===== src/design/ntm_pkg.sv =====
// Package for the nearest timestamp matcher: widths, status codes and the
// command and status structs between controller and datapath.
// No dependencies.
`default_nettype none

package ntm_pkg;

   // Table size and the widths that follow from it.
   localparam int TABLE_DEPTH = 1024;
   localparam int IDX_W       = (TABLE_DEPTH > 1) ? $clog2(TABLE_DEPTH) : 1;
   localparam int CNT_W       = $clog2(TABLE_DEPTH + 1);

   // Fixed field widths.
   localparam int TIME_W = 52;
   localparam int DIFF_W = 32;
   localparam int MIDX_W = 10;
   localparam int STAT_W = 2;

   localparam logic [CNT_W-1:0]  DEPTH_CNT      = CNT_W'(TABLE_DEPTH);
   localparam logic [DIFF_W-1:0] MAX_DIFF_RESET = DIFF_W'(20000);

   // Request kinds.
   localparam logic REQ_LOAD  = 1'b0;
   localparam logic REQ_QUERY = 1'b1;

   // Result status codes.
   localparam logic [STAT_W-1:0] ST_LOADED  = 2'd0;
   localparam logic [STAT_W-1:0] ST_FULL    = 2'd1;
   localparam logic [STAT_W-1:0] ST_MATCH   = 2'd2;
   localparam logic [STAT_W-1:0] ST_NOMATCH = 2'd3;

   // Commands from the controller to the datapath.
   typedef struct packed {
      logic capture;       // request transfer: latch time, arm the scan
      logic scan;          // step the table scan
      logic load_finish;   // append entry and form the load result
      logic query_finish;  // form the query result
   } ntm_cmd_type;

   // Status from the datapath to the controller.
   typedef struct packed {
      logic drained;       // all entries read and compared
   } ntm_stat_type;

   // Table index to the result's index field, masked or zero extended.
   function automatic logic [MIDX_W-1:0] to_match_index(input logic [IDX_W-1:0] idx);
      logic [IDX_W+MIDX_W-1:0] wide;
      wide = {{MIDX_W{1'b0}}, idx};
      return wide[MIDX_W-1:0];
   endfunction

endpackage

`default_nettype wire


===== src/design/ntm_ctrl.sv =====
// Controller of the nearest timestamp matcher: sequences loads and scans.
// Depends on ntm_pkg.
`default_nettype none

module ntm_ctrl (
   input  wire logic                 clock,
   input  wire logic                 reset,
   input  wire logic                 start,
   input  wire logic                 req_type,
   output logic                      busy,
   output logic                      rsp_strobe,
   output ntm_pkg::ntm_cmd_type      cmd,
   input  wire ntm_pkg::ntm_stat_type stat
);
   import ntm_pkg::*;

   typedef enum logic [1:0] {
      S_IDLE,
      S_LOAD,
      S_SCAN
   } state_type;

   state_type state_ff, state_in;
   logic      rsp_strobe_ff, rsp_strobe_in;
   logic      accept;

   // A request is transferred only while idle.
   assign accept = start && (state_ff == S_IDLE);

   // Next state and commands.
   always_comb begin
      state_in         = state_ff;
      rsp_strobe_in    = 1'b0;
      cmd              = '0;
      cmd.capture      = accept;
      case (state_ff)
         S_IDLE: begin
            if (accept) begin
               state_in = (req_type == REQ_QUERY) ? S_SCAN : S_LOAD;
            end
         end
         S_LOAD: begin
            cmd.load_finish = 1'b1;
            rsp_strobe_in   = 1'b1;
            state_in        = S_IDLE;
         end
         S_SCAN: begin
            cmd.scan = 1'b1;
            if (stat.drained) begin
               cmd.query_finish = 1'b1;
               rsp_strobe_in    = 1'b1;
               state_in         = S_IDLE;
            end
         end
         default: begin
            state_in = S_IDLE;
         end
      endcase
   end

   // State and registered strobe.
   always_ff @(posedge clock) begin
      if (reset) begin
         state_ff      <= S_IDLE;
         rsp_strobe_ff <= 1'b0;
      end else begin
         state_ff      <= state_in;
         rsp_strobe_ff <= rsp_strobe_in;
      end
   end

   assign busy       = (state_ff != S_IDLE);
   assign rsp_strobe = rsp_strobe_ff;

   // Result strobes never come back to back.
   a_strobe_gap: assert property (@(posedge clock) disable iff (reset)
      rsp_strobe_ff |=> !rsp_strobe_ff)
      else $error("result strobes in consecutive cycles");

   // A query only finishes once the scan pipeline has emptied.
   a_finish_drained: assert property (@(posedge clock) disable iff (reset)
      (state_ff == S_SCAN) && !stat.drained |=> !rsp_strobe_ff)
      else $error("query result before scan drained");

endmodule

`default_nettype wire


===== config.mk =====
export PLATFORM = sky130hd
export DESIGN_NAME = ntm_ctrl
export DESIGN_NICKNAME = d
export VERILOG_FILES = /design/src/design/ntm_pkg.sv /design/src/design/ntm_ctrl.sv
export SDC_FILE = /design/constraint.sdc
export NUM_CORES = 1
export LEC_CHECK = 0
export BUFFER_PORTS_ARGS = -buffer_cell sky130_fd_sc_hd__buf_2
export CORE_AREA = 2 2 39 41
export DETAILED_ROUTE_END_ITERATION = 8
export DIE_AREA = 0 0 41 43
export PLACE_DENSITY = 0.36
export SLEW_MARGIN = 20
export SYNTH_ARGS = -nofsm -noshare
export SYNTH_HDL_FRONTEND = slang
export SYNTH_SLANG_ARGS = --single-unit

===== constraint.sdc =====
create_clock -name clock -period 3.25 [get_ports clock]
set_clock_uncertainty 0.05 [all_clocks]
set_input_delay 0.65 -clock clock [delete_from_list [all_inputs] [get_ports clock]]
set_output_delay 0.65 -clock clock [all_outputs]
set_load 0.02 [all_outputs]

==> metrics, run 1 <==
core area 1380 um^2; gpl congestion 0.617; Setup Viol. Count Final 0; total wire length 439 um; Post-synth ARST share 0%; Synth area leader dfxtp_1; Leak 0.154 nW; CTS tree built; reg2reg setup slack 2.00 ns; detailed-route via count 201; critical path class flop to primary output; # IOs 11; initial antenna violation count 0; HPWL after DPL 376 um; ANT cells 0; Post-synth EDFFs 0; vias per cell 3.79; Synth Instances 24; Setup TNS 0 ns; Initial Util 15.4%; area grow syn2layout 41.8%; First-pass DRT Iterations 2; hold path cells 2; DIE WIDTH 41 um; measured slew at the worst slew-check pin 0.167 ns; wire per inst 8.28 um; largest net degree at the start of global routing 5; FP Rows 14; first-pass GRT wire length 731 um; H-tree depth 1; Final Cycle Share 58.5%; worst r2r dst state_ff[1]; min Tclk post-route 1.90 ns; Antenna Nets Post-Route 0; total chip power 134 uW; post-CTS setup repair buffer count 0; vias in the first global route 193; Ys Warns 0; Yosys cell types 14; fin util 21.8%; Die Height 43 um; critical path startpoint category flop; syn avg cell area 8.86 um^2; top-area cell type share of the netlist area 28.2%; initial DRC count 4; clock sinks 3; Clock Tree Root clkbuf_4; Worst Setup End Kind primary output; Worst-path clk slew 0.04 ns; top post-synthesis cells by count 4 x ha_1, 3 x dfxtp_1, 3 x inv_1; cts bufs inserted 3; Fillers 164; logic gate share of total power 21.3%; Seq pwr share 30.1%; R2R cell count 5; residual DRC count 0; Clock Path Buffers 2; global route overflow 0; switching share of power 27.3%; RSZ-0062 raised after global routing false; final slew viol count 0; fin nets 47; Hold Crit Class flop to flop; Syn Nets 33; P_int 97.6 uW; min-delay src state_ff[0]; status finished, final reports clean; reg2reg start state_ff[1]; Critical Path RT 2.55 ns; Fin. Hold Viols 0; Slew Limit Headroom 88.9%; worst path arrival time 1.20 ns; layout cells sized above 1 43.2%; full die area 1760 um^2; Switch Pwr 36.7 uW; CP Launch Point state_ff[1]; Area contributors post-synth dfxtp_1 28%, ha_1 24%, and2_4 8.2%; FF+latch count, synth 3; count leader, synth ha_1; GRT Resource Usage Total 6.33%; critical path fanouts, max 4; max_cap viols 0; fmax 0.526 GHz; Synth Flop Type dfxtp_1; clock network power share 48.6%; post-cts gate resize count 0; # hold bufs at CTS 0; IO Port Bufs 10; mapped cell area 213 um^2; P per Cell Area 445 nW/um^2; Hold Path End state_ff[0]; post-synthesis sequential area ratio 28.2%; latest clock arrival within the worst-skew pair 0.23 ns; peak supply drop 0.175 mV
## flip-flops by register name, indices dropped and copies added (netlist names)
register / count
rsp_strobe: 1
state_ff: 2
## layout make-up
class,instances,area [um^2],area share [%]
multi-input combinational,17,134,44.4
sequential,3,60.1,19.9
timing repair buffer,10,50.0,16.6
clock buffer,4,26.3,8.71
tap,16,20.0,6.64
inverter,3,11.3,3.73
## layer usage
| metal | share of wire, % | global-route usage [%] | vias up |
|---|---|---|---|
| li1 | - | - | 102 |
| met1 | 35 | 5.47 | 93 |
| met2 | 57 | 10.6 | 6 |
| met3 | 7.5 | 3.14 | 0 |
| met4 | 0 | 4.00 | 0 |
| met5 | 0 | 0 | - |
## critical path, stage by stage, from the launching register on
cell and delay (ns):
dfxtp_1 0.38, inv_1 0.08, ha_1 0.21, and2_4 0.15, buf_2 0.15
## power groups by stage
| stage | logic, mW | registers, mW | clock network (mW) |
|---|---|---|---|
| after floorplan | 0.0213 | 0.0408 | 0 |
| after global placement | 0.0287 | 0.0409 | 0 |
| after detailed placement | 0.0292 | 0.0410 | 0 |
| after CTS | 0.0293 | 0.0404 | 0.0682 |
| after global routing | 0.0323 | 0.0406 | 0.0707 |
| final | 0.0287 | 0.0404 | 0.0652 |
## worst max-delay path by stage
stage	endpoint	slack (ns)
after CTS	cmd[3]	1.34
final	cmd[3]	1.35
after global placement	cmd[0]	1.50
after detailed placement	cmd[3]	1.49
after floorplan	cmd[3]	1.61
after global routing	cmd[3]	1.28
## kinds of logic (layout without fill, tap and decap cells)
| kind of cell | count (synthesis) | after routing | synth area share (%) |
|---|---|---|---|
| AND/OR/NAND/NOR | 9 | 9 | 30.0 |
| adder cells (fa/ha/maj) | 4 | 4 | 23.5 |
| AO/OA/AOI/OAI | 4 | 4 | 9.41 |
| buffers and inverters | 4 | 17 | 8.82 |
| flip-flops | 3 | 3 | 28.2 |
## stage by stage
step	instances	instance area, um^2	worst slack, ns	hold WS, ns
final	53	302	1.35	0.457
after global routing	53	302	1.28	0.488
after CTS	53	302	1.34	0.459
after detailed placement	49	275	1.49	0.450
after global placement	49	275	1.50	0.453
after floorplan	24	213	1.61	0.416
## layout by cell type, fill, tap and decap left out
cell type,count
inv_1,3
and2_4,2
a21oi_1,2
nor2_1,1
buf_2,10
clkbuf_1,1
and2b_1,1
nand2b_1,1
and2b_2,1
nor3b_1,1
o21ai_1,2
nand3_1,1
dfxtp_1,3
clkbuf_4,3
ha_1,4
nand3b_1,1
Note: power is estimated with default switching activity, not from simulation.
==> run 2, diff against run 1 <==
--- a/config.mk
+++ b/config.mk
@@ -5,11 +5,12 @@
 export SDC_FILE = /design/constraint.sdc
 export NUM_CORES = 1
 export LEC_CHECK = 0
+export ABC_AREA = 1
 export BUFFER_PORTS_ARGS = -buffer_cell sky130_fd_sc_hd__buf_2
 export CORE_AREA = 2 2 39 41
 export DETAILED_ROUTE_END_ITERATION = 8
 export DIE_AREA = 0 0 41 43
-export PLACE_DENSITY = 0.36
+export PLACE_DENSITY = 0.35
 export SLEW_MARGIN = 20
 export SYNTH_ARGS = -nofsm -noshare
 export SYNTH_HDL_FRONTEND = slang
==> constraint.sdc (replaced) <==
create_clock -name clock -period 1.8 [get_ports clock]
set_clock_uncertainty 0.05 [all_clocks]
set_input_delay 0.36 -clock clock [delete_from_list [all_inputs] [get_ports clock]]
set_output_delay 0.36 -clock clock [all_outputs]
set_load 0.02 [all_outputs]
==> run 2 against run 1 <==
Design area fell by 2.9%. Register-to-register slack got worse by 1.3 ns. Core utilization fell by 0.63 points. Combinational power rose by 68%. Critical path depth rose by 1. Setup slack got worse by 1.2 ns. Non-clock buffer count did not move. Die area did not move. Clock power rose by 78%. Largest cell class unchanged. Largest power group unchanged.
==> metrics, run 2 <==
Synth Flop Type dfxtp_1; Switch Pwr 66.0 uW; Critical Path RT 1.39 ns; max_cap viols 0; reg2reg start state_ff[0]; critical path startpoint category flop; Final Cycle Share 89.2%; Die Height 43 um; largest net degree at the start of global routing 5; clock network power share 48.9%; CP Capture Point cmd[3]; most frequent cells in the layout 10 x buf_2, 7 x inv_1, 7 x nand2_1; status finished, final reports clean; core area 1380 um^2; initial DRC count 3; wire per inst 7.29 um; reg2reg setup slack 0.69 ns; detailed-route via count 192; post-synthesis sequential area ratio 29.4%; IO Port Bufs 10; Synth Instances 29; post-route insts no fill 58; Clock Tree Root clkbuf_4; syn avg cell area 7.03 um^2; FF+latch count, synth 3; max reg flops 2; worst r2r dst state_ff[1]; clock sinks 3; global route overflow 0; ANT cells 0; min Tclk post-route 1.60 ns; cts bufs inserted 3; post-cts gate resize count 0; Worst-path clk slew 0.04 ns; vias in the first global route 198; Leak 0.177 nW; total wire length 423 um; area grow syn2layout 43.6%; residual DRC count 0; Setup Viol. Count Final 0; Ys Warns 0; # IOs 11; full die area 1760 um^2; peak supply drop 0.226 mV; Synth area leader dfxtp_1; critical path class flop to primary output; First-pass DRT Iterations 2; critical path fanouts, max 4; Final Cell Area 293 um^2; FP Rows 14; switching share of power 27.9%; area occupied by multi-input gates 105 um^2; worst path arrival time 1.19 ns; worst hold slack 0.274 ns; final setup margin 0.195 ns; final slew viol count 0; R2R cell count 6; mapped cell area 204 um^2; Clock Path Buffers 2; H-tree depth 1; CP Launch Point state_ff[1]; fin nets 52; top post-synthesis cells by count 7 x inv_1, 7 x nand2_1, 4 x ha_1; HPWL after DPL 352 um; Inst Count DP 54; measured slew at the worst slew-check pin 0.170 ns; CTS tree built; P per Cell Area 810 nW/um^2; vias per cell 3.31; Hold Crit Class primary input to flop; Post-synth ARST share 0%; Reg with most FFs state_ff; Worst Setup End Kind primary output; logic gate share of total power 20.3%; Slew Limit Headroom 88.5%; RSZ-0062 raised after global routing false; Area contributors post-synth dfxtp_1 29%, ha_1 25%, inv_1 13%; P_int 171 uW; total chip power 237 uW; Seq pwr share 30.7%; Syn Nets 38; GRT Resource Usage Total 6.31%; DIE WIDTH 41 um; fin util 21.2%; fmax 0.623 GHz; initial antenna violation count 0; layout cells sized above 1 33.3%; Initial Util 14.7%; latest clock arrival within the worst-skew pair 0.23 ns; Fillers 158; first-pass GRT wire length 662 um; top-area cell type share of the netlist area 29.4%; Antenna Nets Post-Route 0; commonest non-fill, non-tap cell in the layout buf_2; Place WS 0.423 ns; Reg area 60.1 um^2; Placed Area 267 um^2; post-CTS setup repair buffer count 0; Yosys cell types 10; Setup TNS 0 ns; # hold bufs at CTS 0; gpl congestion 0.614; Fin. Hold Viols 0; Post-synth EDFFs 0
==> run 2: critical path, cell delays in order (launching register included) <==
cell      delay [ns]
dfxtp_1         0.37
inv_1           0.08
ha_1            0.21
nand2_1         0.08
clkinv_2        0.06
buf_2           0.15
==> run 2: how the worst min path moves through the flow <==
stage | startpoint | endpoint | slack [ns] | cells after the start
floorplan | reset | state_ff[0] | 0.38 | 1
global placement | state_ff[0] | state_ff[0] | 0.43 | 2
detailed placement | state_ff[0] | state_ff[0] | 0.43 | 2
CTS | reset | state_ff[0] | 0.27 | 2
global route | reset | state_ff[0] | 0.27 | 2
finish | reset | state_ff[0] | 0.27 | 2
==> run 2: layer usage <==
| layer | global-route usage, % | part of all wire, % |
|---|---|---|
| met4 | 6.00 | 0 |
| met1 | 5.75 | 46 |
| met5 | 0 | 0 |
| met2 | 8.44 | 45 |
| met3 | 4.71 | 9.0 |
==> run 2: cell families (layout without fill, tap and decap cells) <==
logic type / after synthesis / in the layout / synth area share, %
adders and majority gates: 4 / 4 / 24.5
AOI/OAI and AO/OA: 3 / 3 / 7.36
buffers and inverters: 9 / 22 / 19.0
and+or+nand+nor: 10 / 10 / 19.6
DFF: 3 / 3 / 29.4
==> run 2: layout make-up <==
cell class,instances,area share [%]
multi-input combinational,17,35.9
sequential,3,20.5
timing repair buffer,10,17.1
inverter,8,10.7
clock buffer,4,8.97
tap,16,6.84
==> run 2: power groups by stage <==
stage | combinational, mW | sequential (mW) | clock [mW]
final | 0.0482 | 0.0729 | 0.116
after global routing | 0.0550 | 0.0733 | 0.134
after CTS | 0.0494 | 0.0730 | 0.122
after detailed placement | 0.0493 | 0.0740 | 0
after global placement | 0.0497 | 0.0739 | 0
after floorplan | 0.0351 | 0.0738 | 0
==> run 3, diff against run 2 <==
--- a/config.mk
+++ b/config.mk
@@ -5,12 +5,11 @@
 export SDC_FILE = /design/constraint.sdc
 export NUM_CORES = 1
 export LEC_CHECK = 0
-export ABC_AREA = 1
 export BUFFER_PORTS_ARGS = -buffer_cell sky130_fd_sc_hd__buf_2
 export CORE_AREA = 2 2 39 41
 export DETAILED_ROUTE_END_ITERATION = 8
 export DIE_AREA = 0 0 41 43
-export PLACE_DENSITY = 0.35
+export PLACE_DENSITY = 0.36
 export SLEW_MARGIN = 20
 export SYNTH_ARGS = -nofsm -noshare
 export SYNTH_HDL_FRONTEND = slang
==> run 3 against run 2 <==
Core utilization increased by 0.63 points. Final cell count down 8.6%. Global-route usage increased by 0.61 points. Clock-buffer cell count is the same. Power is 2.5% higher. First-iteration DRC count shrank 100%. Combinational power grew 7.5%. Critical endpoint unchanged. Largest cell class unchanged. Largest power group unchanged.
==> metrics, run 3 (synthesized netlist as in run 1, its figures left out) <==
critical path class flop to primary output; Worst-path clk slew 0.04 ns; layout cells sized above 1 43.2%; H-tree depth 1; Die Height 43 um; area grow syn2layout 41.8%; CTS tree built; gpl congestion 0.602; IO Port Bufs 10; initial DRC count 0; CP peak stage delay 0.38 ns; ANT cells 0; worst hold slack 0.269 ns; CP max-delay cell dfxtp_1; latest clock arrival within the worst-skew pair 0.23 ns; critical path fanouts, max 4; Fillers 164; peak supply drop 0.213 mV; cts bufs inserted 3; First-pass DRT Iterations 1; Critical Path RT 1.39 ns; Place WS 0.425 ns; hold path cells 2; total chip power 243 uW; fin nets 47; status finished, final reports clean; Hold Crit Class primary input to flop; Antenna Nets Post-Route 0; min Tclk post-route 1.61 ns; initial antenna violation count 0; # IOs 11; GRT Resource Usage Total 6.92%; Clock Path Buffers 2; area occupied by multi-input gates 134 um^2; fmax 0.622 GHz; DIE WIDTH 41 um; Critical Path, Cell by Cell inv_1 > ha_1 > and2_4 > buf_2; vias per cell 3.75; commonest non-fill, non-tap cell in the layout buf_2; Reg area 60.1 um^2; max reg flops 2; full die area 1760 um^2; RSZ-0062 raised after global routing false; detailed-route via count 199; post-CTS setup repair buffer count 0; Reg with most FFs state_ff; Leak 0.154 nW; P per Cell Area 806 nW/um^2; Setup Viol. Count Final 0; Final Cycle Share 89.3%; max_cap viols 0; Slew Limit Headroom 89.0%; R2R cell count 5; largest net degree at the start of global routing 5; total wire length 438 um; vias in the first global route 213; final slew viol count 0; residual DRC count 0; Worst Setup End Kind primary output; post-cts gate resize count 0; FP Rows 14; most frequent cells in the layout 10 x buf_2, 4 x ha_1, 3 x inv_1, 3 x clkbuf_4, 3 x dfxtp_1; # hold bufs at CTS 0; worst path arrival time 1.20 ns; Setup TNS 0 ns; Clock Tree Root clkbuf_4; Fin. Hold Viols 0; HPWL after DPL 363 um; wire per inst 8.26 um; measured slew at the worst slew-check pin 0.165 ns; core area 1380 um^2; clock sinks 3; global route overflow 0; Initial Util 15.4%; first-pass GRT wire length 800 um; critical path startpoint category flop; final setup margin 0.193 ns
-- run 3: cell count changes in the layout (fill, tap and decap cells not counted), sizes merged --
| cell | change |
|---|---|
| nand2 | -7 |
| inv | -4 |
| and2 | +2 |
| and2b | +2 |
| clkinv | -1 |
| nand2b | +1 |
| nand3 | -1 |
| nand3b | +1 |
| nor3b | +1 |
| o21ai | +1 |
-- run 3: final timing paths --
| check | start | end | slack, ns |
|---|---|---|---|
| worst min-delay path | reset | state_ff[0] | 0.27 |
| worst max register to register | state_ff[1] | state_ff[1] | 0.58 |
| worst max-delay path | state_ff[1] | cmd[3] | 0.19 |
| worst min register to register | state_ff[0] | state_ff[0] | 0.45 |
-- run 3: through the flow --
| stage | std cells | utilization [%] | area (um^2) |
|---|---|---|---|
| after detailed placement | 49 | 19.9 | 275 |
| after CTS | 53 | 21.8 | 302 |
| after floorplan | 24 | - | 213 |
| after global placement | 49 | 19.9 | 275 |
| after global routing | 53 | 21.8 | 302 |
| final | 53 | 21.8 | 302 |
-- run 3: where the power goes --
part / switching (mW) / internal [mW] / leakage [nW] / total (mW)
logic: 0.0288 / 0.0230 / 0.115 / 0.0518
clock network: 0.0352 / 0.0831 / 0.0150 / 0.118
registers: 0.00277 / 0.0702 / 0.0245 / 0.0729
total: 0.0668 / 0.176 / 0.154 / 0.243
-- run 3: final cells by class --
class | instances | share of cell area [%]
Clock buffer | 4 | 8.71
Tap cell | 16 | 6.64
Multi-Input combinational cell | 17 | 44.4
Timing Repair Buffer | 10 | 16.6
Sequential cell | 3 | 19.9
Inverter | 3 | 3.73
-- run 3: per-layer routing --
layer	routed length (um)	GRT usage, %	vias to the layer above	share of wire, %
met5	0	0	-	0
met4	17	6.00	0	3.9
met2	234	11.9	6	53
li1	-	-	102	-
met3	29	1.57	2	6.6
met1	158	6.09	89	36
-- run 3: critical path: cells and delay by family, from the launching register on --
kind / cells / cell delay (ns)
flops: 1 / 0.38
buf+inv: 2 / 0.23
fa+ha+maj: 1 / 0.21
simple gates: 1 / 0.15
